===== src/design/tswg_pkg.sv =====
package tswg_pkg;

   // item kind carried in the mode field
   typedef enum logic [1:0] {
      MODE_RX_TCP6   = 2'd0,
      MODE_RX_OTHER  = 2'd1,
      MODE_TX        = 2'd2,
      MODE_TX_TRUNC  = 2'd3
   } mode_type;

   // result verdict codes
   typedef enum logic [1:0] {
      VERDICT_PASS    = 2'd0,
      VERDICT_DROP    = 2'd1,
      VERDICT_FORWARD = 2'd2,
      VERDICT_ABORT   = 2'd3
   } verdict_type;

   // configuration register indexes
   typedef enum logic [2:0] {
      CSR_PEER_ADDR_HI  = 3'd0,
      CSR_PEER_ADDR_LO  = 3'd1,
      CSR_LOCAL_ADDR_HI = 3'd2,
      CSR_LOCAL_ADDR_LO = 3'd3,
      CSR_FLOW_PORTS    = 3'd4,
      CSR_WINDOW_SCALE  = 3'd5,
      CSR_FLOW_RUNNING  = 3'd6
   } csr_index_type;

   localparam int CSR_INDEX_W = 3;
   localparam int CSR_DATA_W  = 64;

   // tcp header bytes removed from the ipv6 payload length
   localparam logic [15:0] TCP_HDR_BYTES = 16'd20;

   typedef struct packed {
      mode_type    mode;
      logic [63:0] src_addr_hi;
      logic [63:0] src_addr_lo;
      logic [63:0] dst_addr_hi;
      logic [63:0] dst_addr_lo;
      logic [31:0] port_pair;
      logic [31:0] seq_number;
      logic [31:0] ack_number;
      logic [15:0] adv_window;
      logic        syn_flag;
      logic [15:0] ipv6_plen;
      logic [15:0] old_checksum;
   } req_word_type;

   typedef struct packed {
      verdict_type verdict;
      logic [31:0] out_seq;
      logic [15:0] out_checksum;
   } rsp_word_type;

   typedef struct packed {
      logic [63:0] peer_addr_hi;
      logic [63:0] peer_addr_lo;
      logic [63:0] local_addr_hi;
      logic [63:0] local_addr_lo;
      logic [31:0] flow_ports;
      logic [3:0]  window_scale;
      logic        flow_running;
   } cfg_type;

endpackage


===== src/design/tswg_req_if.sv =====
interface tswg_req_if;
   logic        valid;
   logic        ready;
   logic [1:0]  mode;
   logic [63:0] src_addr_hi;
   logic [63:0] src_addr_lo;
   logic [63:0] dst_addr_hi;
   logic [63:0] dst_addr_lo;
   logic [31:0] port_pair;
   logic [31:0] seq_number;
   logic [31:0] ack_number;
   logic [15:0] adv_window;
   logic        syn_flag;
   logic [15:0] ipv6_plen;
   logic [15:0] old_checksum;

   modport source (
      output valid, mode, src_addr_hi, src_addr_lo, dst_addr_hi, dst_addr_lo,
             port_pair, seq_number, ack_number, adv_window, syn_flag,
             ipv6_plen, old_checksum,
      input  ready
   );

   modport sink (
      input  valid, mode, src_addr_hi, src_addr_lo, dst_addr_hi, dst_addr_lo,
             port_pair, seq_number, ack_number, adv_window, syn_flag,
             ipv6_plen, old_checksum,
      output ready
   );
endinterface


===== src/design/tswg_rsp_if.sv =====
interface tswg_rsp_if;
   logic        valid;
   logic        ready;
   logic [1:0]  verdict;
   logic [31:0] out_seq;
   logic [15:0] out_checksum;

   modport source (
      output valid, verdict, out_seq, out_checksum,
      input  ready
   );

   modport sink (
      input  valid, verdict, out_seq, out_checksum,
      output ready
   );
endinterface


===== src/design/tswg_csr_regs.sv =====
module tswg_csr_regs (
   input  logic                                 clock,
   input  logic                                 reset,
   input  logic                                 csr_wr_en,
   input  logic [tswg_pkg::CSR_INDEX_W-1:0]     csr_index,
   input  logic [tswg_pkg::CSR_DATA_W-1:0]      csr_wr_data,
   output tswg_pkg::cfg_type                    cfg
);

   tswg_pkg::cfg_type cfg_ff;
   tswg_pkg::cfg_type cfg_in;

   // register write decode
   always_comb begin
      cfg_in = cfg_ff;
      if (csr_wr_en) begin
         case (tswg_pkg::csr_index_type'(csr_index))
            tswg_pkg::CSR_PEER_ADDR_HI:  cfg_in.peer_addr_hi  = csr_wr_data;
            tswg_pkg::CSR_PEER_ADDR_LO:  cfg_in.peer_addr_lo  = csr_wr_data;
            tswg_pkg::CSR_LOCAL_ADDR_HI: cfg_in.local_addr_hi = csr_wr_data;
            tswg_pkg::CSR_LOCAL_ADDR_LO: cfg_in.local_addr_lo = csr_wr_data;
            tswg_pkg::CSR_FLOW_PORTS:    cfg_in.flow_ports    = csr_wr_data[31:0];
            tswg_pkg::CSR_WINDOW_SCALE:  cfg_in.window_scale  = csr_wr_data[3:0];
            tswg_pkg::CSR_FLOW_RUNNING:  cfg_in.flow_running  = csr_wr_data[0];
            default: ;
         endcase
      end
   end

   always_ff @(posedge clock) begin
      if (reset) begin
         cfg_ff <= '0;
      end else begin
         cfg_ff <= cfg_in;
      end
   end

   assign cfg = cfg_ff;

endmodule


===== src/design/tswg_req_stage.sv =====
module tswg_req_stage (
   input  logic                  clock,
   input  logic                  reset,
   tswg_req_if.sink              req_ch,
   input  logic                  rsp_free,
   output logic                  stage_valid,
   output tswg_pkg::req_word_type stage_word
);

   logic                   valid_ff;
   logic                   valid_in;
   tswg_pkg::req_word_type word_ff;
   logic                   take;

   // stage empties whenever the result register can take its word
   assign req_ch.ready = !valid_ff || rsp_free;
   assign take         = req_ch.valid && req_ch.ready;

   always_comb begin
      if (take) begin
         valid_in = 1'b1;
      end else if (rsp_free) begin
         valid_in = 1'b0;
      end else begin
         valid_in = valid_ff;
      end
   end

   always_ff @(posedge clock) begin
      if (reset) begin
         valid_ff <= 1'b0;
      end else begin
         valid_ff <= valid_in;
      end
   end

   // header fields captured on accept
   always_ff @(posedge clock) begin
      if (take) begin
         word_ff.mode         <= tswg_pkg::mode_type'(req_ch.mode);
         word_ff.src_addr_hi  <= req_ch.src_addr_hi;
         word_ff.src_addr_lo  <= req_ch.src_addr_lo;
         word_ff.dst_addr_hi  <= req_ch.dst_addr_hi;
         word_ff.dst_addr_lo  <= req_ch.dst_addr_lo;
         word_ff.port_pair    <= req_ch.port_pair;
         word_ff.seq_number   <= req_ch.seq_number;
         word_ff.ack_number   <= req_ch.ack_number;
         word_ff.adv_window   <= req_ch.adv_window;
         word_ff.syn_flag     <= req_ch.syn_flag;
         word_ff.ipv6_plen    <= req_ch.ipv6_plen;
         word_ff.old_checksum <= req_ch.old_checksum;
      end
   end

   assign stage_valid = valid_ff;
   assign stage_word  = word_ff;

endmodule


===== src/design/tswg_gate_core.sv =====
module tswg_gate_core (
   input  logic                   clock,
   input  logic                   reset,
   input  logic                   fire,
   input  tswg_pkg::req_word_type word,
   input  tswg_pkg::cfg_type      cfg,
   output tswg_pkg::rsp_word_type result
);

   // incremental one's-complement update for a 32-bit field change
   function automatic logic [15:0] csum_update(input logic [15:0] check,
                                               input logic [31:0] old_v,
                                               input logic [31:0] new_v);
      logic [18:0] sum;
      logic [16:0] fold1;
      logic [15:0] fold2;
      sum = {3'b0, ~check} + {3'b0, ~old_v[31:16]} + {3'b0, ~old_v[15:0]}
          + {3'b0, new_v[31:16]} + {3'b0, new_v[15:0]};
      fold1 = {1'b0, sum[15:0]} + {14'b0, sum[18:16]};
      fold2 = fold1[15:0] + {15'b0, fold1[16]};
      return ~fold2;
   endfunction

   logic        entry_valid_ff, entry_valid_in;
   logic [31:0] send_seq_ff, send_seq_in;
   logic [31:0] acked_seq_ff, acked_seq_in;
   logic [15:0] peer_window_ff, peer_window_in;

   logic        flow_match;
   logic [15:0] seg_len;
   logic [31:0] seq_end;
   logic [31:0] window_end;
   logic        over_window;

   // flow lookup against the configured tuple
   assign flow_match = word.src_addr_hi == cfg.peer_addr_hi
                    && word.src_addr_lo == cfg.peer_addr_lo
                    && word.dst_addr_hi == cfg.local_addr_hi
                    && word.dst_addr_lo == cfg.local_addr_lo
                    && word.port_pair   == cfg.flow_ports;

   // send window test: length mod 2^16, sums mod 2^32, unsigned compare
   assign seg_len     = word.ipv6_plen - tswg_pkg::TCP_HDR_BYTES;
   assign seq_end     = send_seq_ff + {16'b0, seg_len};
   assign window_end  = acked_seq_ff + ({16'b0, peer_window_ff} << cfg.window_scale);
   assign over_window = seq_end > window_end;

   // verdict, rewrite and state update
   always_comb begin
      entry_valid_in      = entry_valid_ff;
      send_seq_in         = send_seq_ff;
      acked_seq_in        = acked_seq_ff;
      peer_window_in      = peer_window_ff;
      result.verdict      = tswg_pkg::VERDICT_PASS;
      result.out_seq      = '0;
      result.out_checksum = '0;
      case (word.mode)
         tswg_pkg::MODE_RX_TCP6: begin
            if (flow_match) begin
               if (!entry_valid_ff) begin
                  entry_valid_in = 1'b1;
                  send_seq_in    = word.ack_number;
               end
               acked_seq_in   = word.ack_number;
               peer_window_in = word.adv_window;
               result.verdict = cfg.flow_running ? tswg_pkg::VERDICT_DROP
                                                 : tswg_pkg::VERDICT_PASS;
            end
         end
         tswg_pkg::MODE_RX_OTHER: begin
            result.verdict = tswg_pkg::VERDICT_PASS;
         end
         tswg_pkg::MODE_TX: begin
            if (!entry_valid_ff) begin
               result.verdict = tswg_pkg::VERDICT_ABORT;
            end else if (over_window) begin
               result.verdict = tswg_pkg::VERDICT_DROP;
            end else begin
               result.verdict = tswg_pkg::VERDICT_FORWARD;
               result.out_seq = send_seq_ff;
               if (word.seq_number != send_seq_ff) begin
                  result.out_checksum = csum_update(word.old_checksum,
                                                    word.seq_number, send_seq_ff);
               end else begin
                  result.out_checksum = word.old_checksum;
               end
               send_seq_in = seq_end;
            end
         end
         default: begin
            result.verdict = tswg_pkg::VERDICT_ABORT;
         end
      endcase
   end

   // flow entry
   always_ff @(posedge clock) begin
      if (reset) begin
         entry_valid_ff <= 1'b0;
         send_seq_ff    <= '0;
         acked_seq_ff   <= '0;
         peer_window_ff <= '0;
      end else if (fire) begin
         entry_valid_ff <= entry_valid_in;
         send_seq_ff    <= send_seq_in;
         acked_seq_ff   <= acked_seq_in;
         peer_window_ff <= peer_window_in;
      end
   end

endmodule


===== src/design/tswg_rsp_stage.sv =====
module tswg_rsp_stage (
   input  logic                   clock,
   input  logic                   reset,
   input  logic                   load,
   input  tswg_pkg::rsp_word_type word,
   output logic                   rsp_free,
   tswg_rsp_if.source             rsp_ch
);

   logic                   valid_ff;
   logic                   valid_in;
   tswg_pkg::rsp_word_type word_ff;

   // result register is free when empty or being taken this cycle
   assign rsp_free = !valid_ff || rsp_ch.ready;

   always_comb begin
      if (load) begin
         valid_in = 1'b1;
      end else if (rsp_ch.ready) begin
         valid_in = 1'b0;
      end else begin
         valid_in = valid_ff;
      end
   end

   always_ff @(posedge clock) begin
      if (reset) begin
         valid_ff <= 1'b0;
      end else begin
         valid_ff <= valid_in;
      end
   end

   always_ff @(posedge clock) begin
      if (load) begin
         word_ff <= word;
      end
   end

   assign rsp_ch.valid        = valid_ff;
   assign rsp_ch.verdict      = word_ff.verdict;
   assign rsp_ch.out_seq      = word_ff.out_seq;
   assign rsp_ch.out_checksum = word_ff.out_checksum;

endmodule


===== src/design/tcp_send_window_gate_unit.sv =====
// Send window gate for one IPv6 TCP flow. Received TCP6 segments that match the
// configured addresses and ports create the flow entry (send sequence taken from
// the ack) and record ack and window; they are dropped once flow_running is set
// and passed otherwise. Outgoing segments abort without a flow entry, are dropped
// when seq+len passes ack+(window<<scale), and otherwise get the tracked sequence
// number and an incrementally updated checksum and are forwarded. Each word
// returns exactly one result word. A word passes the input register, then the
// result register, and a new word is accepted every cycle while results are
// taken: the flow entry is updated in the same cycle the word is evaluated, so
// the next word already sees it. A result word that is not taken holds the
// result register and, behind it, the input register; input ready follows output
// ready in the same cycle, so the stall ends as soon as the result word is taken.
// Configuration writes are expected only while no word is in flight.
module tcp_send_window_gate_unit (
   input  logic                             clock,
   input  logic                             reset,
   tswg_req_if.sink                         req_ch,
   tswg_rsp_if.source                       rsp_ch,
   input  logic                             csr_wr_en,
   input  logic [tswg_pkg::CSR_INDEX_W-1:0] csr_index,
   input  logic [tswg_pkg::CSR_DATA_W-1:0]  csr_wr_data
);

   tswg_pkg::cfg_type      cfg;
   tswg_pkg::req_word_type stage_word;
   tswg_pkg::rsp_word_type result;
   logic                   stage_valid;
   logic                   rsp_free;
   logic                   fire;

   // word in the input register moves to the result register
   assign fire = stage_valid && rsp_free;

   tswg_csr_regs u_csr_regs (
      .clock       (clock),
      .reset       (reset),
      .csr_wr_en   (csr_wr_en),
      .csr_index   (csr_index),
      .csr_wr_data (csr_wr_data),
      .cfg         (cfg)
   );

   tswg_req_stage u_req_stage (
      .clock       (clock),
      .reset       (reset),
      .req_ch      (req_ch),
      .rsp_free    (rsp_free),
      .stage_valid (stage_valid),
      .stage_word  (stage_word)
   );

   tswg_gate_core u_gate_core (
      .clock  (clock),
      .reset  (reset),
      .fire   (fire),
      .word   (stage_word),
      .cfg    (cfg),
      .result (result)
   );

   tswg_rsp_stage u_rsp_stage (
      .clock    (clock),
      .reset    (reset),
      .load     (fire),
      .word     (result),
      .rsp_free (rsp_free),
      .rsp_ch   (rsp_ch)
   );

endmodule


===== src/flat_wrapper.sv =====
// flat-port wrapper written by rule: the top's interface ports become plain ports
module tcp_send_window_gate_unit_flat 
  (clock, reset, csr_wr_en, csr_index, csr_wr_data, req_ch_valid, req_ch_mode, req_ch_src_addr_hi, req_ch_src_addr_lo, req_ch_dst_addr_hi, req_ch_dst_addr_lo, req_ch_port_pair, req_ch_seq_number, req_ch_ack_number, req_ch_adv_window, req_ch_syn_flag, req_ch_ipv6_plen, req_ch_old_checksum, req_ch_ready, rsp_ch_valid, rsp_ch_verdict, rsp_ch_out_seq, rsp_ch_out_checksum, rsp_ch_ready);
  tswg_req_if req_ch_i ();
  tswg_rsp_if rsp_ch_i ();
  input  logic clock;
  input  logic reset;
  input  logic csr_wr_en;
  input  logic [tswg_pkg::CSR_INDEX_W-1:0] csr_index;
  input  logic [tswg_pkg::CSR_DATA_W-1:0] csr_wr_data;
  input wire logic [$bits(req_ch_i.valid)-1:0] req_ch_valid;
  input wire logic [$bits(req_ch_i.mode)-1:0] req_ch_mode;
  input wire logic [$bits(req_ch_i.src_addr_hi)-1:0] req_ch_src_addr_hi;
  input wire logic [$bits(req_ch_i.src_addr_lo)-1:0] req_ch_src_addr_lo;
  input wire logic [$bits(req_ch_i.dst_addr_hi)-1:0] req_ch_dst_addr_hi;
  input wire logic [$bits(req_ch_i.dst_addr_lo)-1:0] req_ch_dst_addr_lo;
  input wire logic [$bits(req_ch_i.port_pair)-1:0] req_ch_port_pair;
  input wire logic [$bits(req_ch_i.seq_number)-1:0] req_ch_seq_number;
  input wire logic [$bits(req_ch_i.ack_number)-1:0] req_ch_ack_number;
  input wire logic [$bits(req_ch_i.adv_window)-1:0] req_ch_adv_window;
  input wire logic [$bits(req_ch_i.syn_flag)-1:0] req_ch_syn_flag;
  input wire logic [$bits(req_ch_i.ipv6_plen)-1:0] req_ch_ipv6_plen;
  input wire logic [$bits(req_ch_i.old_checksum)-1:0] req_ch_old_checksum;
  output wire logic [$bits(req_ch_i.ready)-1:0] req_ch_ready;
  output wire logic [$bits(rsp_ch_i.valid)-1:0] rsp_ch_valid;
  output wire logic [$bits(rsp_ch_i.verdict)-1:0] rsp_ch_verdict;
  output wire logic [$bits(rsp_ch_i.out_seq)-1:0] rsp_ch_out_seq;
  output wire logic [$bits(rsp_ch_i.out_checksum)-1:0] rsp_ch_out_checksum;
  input wire logic [$bits(rsp_ch_i.ready)-1:0] rsp_ch_ready;
  assign req_ch_i.valid = req_ch_valid;
  assign req_ch_i.mode = req_ch_mode;
  assign req_ch_i.src_addr_hi = req_ch_src_addr_hi;
  assign req_ch_i.src_addr_lo = req_ch_src_addr_lo;
  assign req_ch_i.dst_addr_hi = req_ch_dst_addr_hi;
  assign req_ch_i.dst_addr_lo = req_ch_dst_addr_lo;
  assign req_ch_i.port_pair = req_ch_port_pair;
  assign req_ch_i.seq_number = req_ch_seq_number;
  assign req_ch_i.ack_number = req_ch_ack_number;
  assign req_ch_i.adv_window = req_ch_adv_window;
  assign req_ch_i.syn_flag = req_ch_syn_flag;
  assign req_ch_i.ipv6_plen = req_ch_ipv6_plen;
  assign req_ch_i.old_checksum = req_ch_old_checksum;
  assign req_ch_ready = req_ch_i.ready;
  assign rsp_ch_valid = rsp_ch_i.valid;
  assign rsp_ch_verdict = rsp_ch_i.verdict;
  assign rsp_ch_out_seq = rsp_ch_i.out_seq;
  assign rsp_ch_out_checksum = rsp_ch_i.out_checksum;
  assign rsp_ch_i.ready = rsp_ch_ready;
  tcp_send_window_gate_unit u_core (.clock(clock), .reset(reset), .req_ch(req_ch_i), .rsp_ch(rsp_ch_i), .csr_wr_en(csr_wr_en), .csr_index(csr_index), .csr_wr_data(csr_wr_data));
endmodule

===== config.mk =====
export PLATFORM = sky130hd
export DESIGN_NAME = tcp_send_window_gate_unit_flat
export DESIGN_NICKNAME = d
export VERILOG_FILES = /design/src/design/tswg_pkg.sv /design/src/design/tswg_req_if.sv /design/src/design/tswg_rsp_if.sv /design/src/design/tswg_csr_regs.sv /design/src/design/tswg_req_stage.sv /design/src/design/tswg_gate_core.sv /design/src/design/tswg_rsp_stage.sv /design/src/design/tcp_send_window_gate_unit.sv /design/src/flat_wrapper.sv
export SDC_FILE = /design/constraint.sdc
export NUM_CORES = 2
export LEC_CHECK = 0
export BUFFER_PORTS_ARGS = -buffer_cell sky130_fd_sc_hd__buf_2
export CAP_MARGIN = 20
export CORE_MARGIN = 8
export CORE_UTILIZATION = 37
export DETAILED_ROUTE_END_ITERATION = 8
export GPL_TIMING_DRIVEN = 0
export PLACE_DENSITY = 0.64
export SLEW_MARGIN = 10
export SYNTH_ARGS = -nofsm -noshare
export SYNTH_HDL_FRONTEND = slang
export SYNTH_SLANG_ARGS = --single-unit

===== constraint.sdc =====
create_clock -name clock -period 14.4 [get_ports clock]
set_input_delay 2.88 -clock clock [delete_from_list [all_inputs] [get_ports clock]]
set_output_delay 2.88 -clock clock [all_outputs]
set_load 0.1 [all_outputs]

==> results.yml <==
power_and_ir_drop:
  power_density_nw_per_um2: 129
  p_sw_frac: 0.265
  pwr-share-clk: 0.433
  p_seq_frac: 0.451
  finalPower_uw: 5930
  comb_power_share: 0.116
  power_switching_uw: 1570
  p_leak_uw: 0.0172
  irDropWorstVdd_mv: 0.123
  intPower_uw: 4360
outcome:
  status: "completed"
critical_path:
  reg2reg_slack_ns: 5.63
  cp.arrival_ns: 9.26
  worst-path-max-fanout: 10
  worstSetupEndpointType: "flop"
  r2r_start: "u_core.u_csr_regs.cfg[2]"
  start_kind: "flop"
  critical_path_class: "flop to flop"
  r2r_end: "u_core.u_gate_core.send_seq_ff[17]"
  reg2regPathDepth: 27
  required_ns: 14.88
die:
  dieArea_um2: 113000
  initial_utilization: 0.373
  rows: 117
  die_h_um: 336
  die_w_um: 336
  fp.coreArea_um2: 102000
  num_io_pins: 527
finish:
  stdcell_count: 5641
  multi_input_area_um2: 15600
  fill_cells: 9787
  area_growth_pct: 21.0
  nNetsFinal: 4812
  drive_gt1_frac: 0.173
  final_area_um2: 45800
  ff_latch_area_um2: 21100
  final_util: 0.451
sta:
  clock_skew_ns: 0.0557
  relSlewSlack: 0.253
  rsz0062_at_grt: "false"
  report.final.hold_viol_count: 0
  timing.hold.ws_ns: 0.459
  finalCritPeriodShare: 0.609
  slew_viol_final: 0
  period_minus_slack_ns: 8.77
  setup_viol_count_final: 0
  tightest_slew_ns: 1.11
  max_freq_ghz: 0.114
hold_path:
  worstHoldStart: "u_core.u_csr_regs.cfg[121]"
  hold-path-cell-count: 2
  hold_class: "flop to flop"
  hold_end: "u_core.u_csr_regs.cfg[121]"
cts:
  cts.sinks: 828
  clock_latency_ns: 0.70
  cts_tree: "yes"
  root_buffer: "clkbuf_16"
  cts_resized: 0
  path_clk_slew_ns: 0.06
  clk_path_buf_depth: 3
  cts_hold_buf: 0
  cts_setup_buffers: 0
  ctsHtreeMaxLevel: 3
  cts_buffers: 93
synth:
  yosysSeqAreaShare: 0.557
  netlist.area_leader.share: 0.358
  synth_seq_cells: 828
  synth_cell_types: 82
  synth.most_common_cell: "nand2_1"
  ys_warn_count: 0
  ys_top_cells_by_count: "672 x nand2_1, 452 x edfxtp_1, 390 x a21oi_1, 376 x dfxtp_1, 281 x xnor2_1"
  syn-cell-area_um2: 37900
  synth_top_area_cell: "edfxtp_1"
  synth-edff-count: 452
  async_flop_share: 0
  syn_nets: 4183
  ys.flop_type: "edfxtp_1"
  synth_area_leaders: "edfxtp_1 36%, dfxtp_1 20%, nand2_1 6.7%"
  synth_cells: 3554
  syn_area_per_cell_um2: 10.7
global_routing:
  grt_pass1_vias: 29200
  grt_pass1_wl_um: 203000
  grt_max_degree: 63
  grt.overflow.total: 0
  antenna_found_initial: 39
  grt.total_usage: 0.248
route:
  vias_per_cell: 5.24
  antenna_left: 0
  route.met3.wl_um: 12000
  vias: 29600
  drc: 0
  dr.pass1.iters: 6
  dr_wl_met2_um: 67700
  post_drt_wl_per_cell_um: 25.6
  routed.top_layer: "met5"
  drt-total-wl_um: 144000
  wl_met1_um: 55600
  drtIter0Drc: 2561
flow_run:
  cap_violations: 0
placement:
  place_congestion: 0.944
  placed_area_um2: 42400
  dp_hpwl_um: 115000
  dp.cells: 5456
  port_buffers: 524
-- critical path, stage by stage (launching register included) --
cell	delay [ns]
dfxtp_1	0.30
clkbuf_1	0.31
clkbuf_1	0.45
clkbuf_1	0.41
mux4_2	0.40
o21ai_0	0.32
nor2_1	0.11
ha_1	0.34
o21a_1	0.11
o21ai_0	0.30
nand2_1	0.08
o21ai_0	0.15
o311ai_0	0.34
buf_1	0.23
a221oi_1	0.55
nor2_1	0.11
a2111o_1	0.39
a21oi_1	0.19
xor2_1	0.13
ha_1	0.33
nand4_1	0.12
or2_2	0.34
nor3_1	0.23
a211oi_1	0.12
o21ai_1	0.74
o2bb2ai_1	0.37
buf_2	0.30
a2111oi_0	0.81
-- power by group through the flow --
stage	combinational, uW	sequential [uW]	clock (uW)
5_1_grt	747	2680	2710
4_1_cts	687	2670	2610
3_3_place_gp	667	2760	0
3_5_place_dp	683	2720	0
2_1_floorplan	397	2750	0
6_report	687	2670	2570
-- state kept, by name, summed over array words and instances (netlist names), 2 cells and up --
name                                    count
u_core.u_req_stage.stage_word             402
u_core.u_csr_regs.cfg                     293
u_core.u_gate_core.acked_seq_ff            32
u_core.u_gate_core.send_seq_ff             32
u_core.u_rsp_stage.rsp_ch.out_seq          32
u_core.u_gate_core.peer_window_ff          16
u_core.u_rsp_stage.rsp_ch.out_checksum     16
u_core.u_rsp_stage.rsp_ch.verdict           2
-- logic make-up after synthesis --
| logic type | share of synthesized area |
|---|---|
| compound gates | 0.0965 |
| flops | 0.557 |
| buf+inv | 0.0297 |
| xor+xnor | 0.0924 |
| simple gates | 0.140 |
| fa+ha+maj | 0.0611 |
| mux | 0.0231 |
-- final cells by class --
cell class                      instances  area share
Sequential cell                       828       0.461
Clock inverter                         49      0.0149
Buffer                                163      0.0137
Clock buffer                          127      0.0585
Tap cell                             1368      0.0374
Inverter                              133      0.0109
Antenna cell                            9    0.000492
Multi-Input combinational cell       2430       0.341
Timing Repair Buffer                  534      0.0621
-- cells in the final DEF (no fill, tap or decap), drive strengths merged, types with 13 or more instances in the layout --
cell | Yosys | final
nor4 | 49 | 49
buf | 18 | 552
dfxtp | 376 | 376
fa | 50 | 50
a211oi | 23 | 23
a21o | 34 | 34
nor2 | 162 | 162
and2 | 17 | 17
mux2i | 66 | 66
nand2b | 27 | 27
clkbuf | 145 | 272
o22ai | 14 | 14
and3 | 50 | 50
xor2 | 113 | 113
inv | 133 | 135
clkinv | 0 | 31
edfxtp | 452 | 452
nand4 | 79 | 79
o21ai | 42 | 42
nor2b | 26 | 26
a31oi | 13 | 13
o21a | 16 | 16
nand3 | 35 | 35
a21oi | 390 | 390
nor3 | 36 | 36
xnor2 | 283 | 283
nand2 | 672 | 672
ha | 104 | 104
-- through the flow --
step	TNS (ns)	setup WS [ns]
2_1_floorplan	0	0.814
3_3_place_gp	-1367.18	-3.49
3_5_place_dp	0	5.77
4_1_cts	0	5.74
5_1_grt	0	5.06
6_report	0	5.63
-- worst max path at each step --
stage                                           start                                         end  cells after the start
CTS                          u_core.u_csr_regs.cfg[2]          u_core.u_gate_core.send_seq_ff[17]                     27
global route        u_core.u_gate_core.send_seq_ff[1]  u_core.u_rsp_stage.rsp_ch.out_checksum[14]                     34
floorplan                                rsp_ch_ready            u_core.u_req_stage.stage_word[0]                      3
finish                       u_core.u_csr_regs.cfg[2]          u_core.u_gate_core.send_seq_ff[17]                     27
global placement                         rsp_ch_ready          u_core.u_req_stage.stage_word[277]                      4
detailed placement           u_core.u_csr_regs.cfg[2]          u_core.u_gate_core.send_seq_ff[17]                     27
-- metal layers --
metal  vias up  GRT usage
met5         -          0
met4        26      0.127
li1      13700          -
met3       357     0.0604
met1     14200      0.296
met2      1355      0.415
No activity file was read; power rests on OpenSTA's default activity.
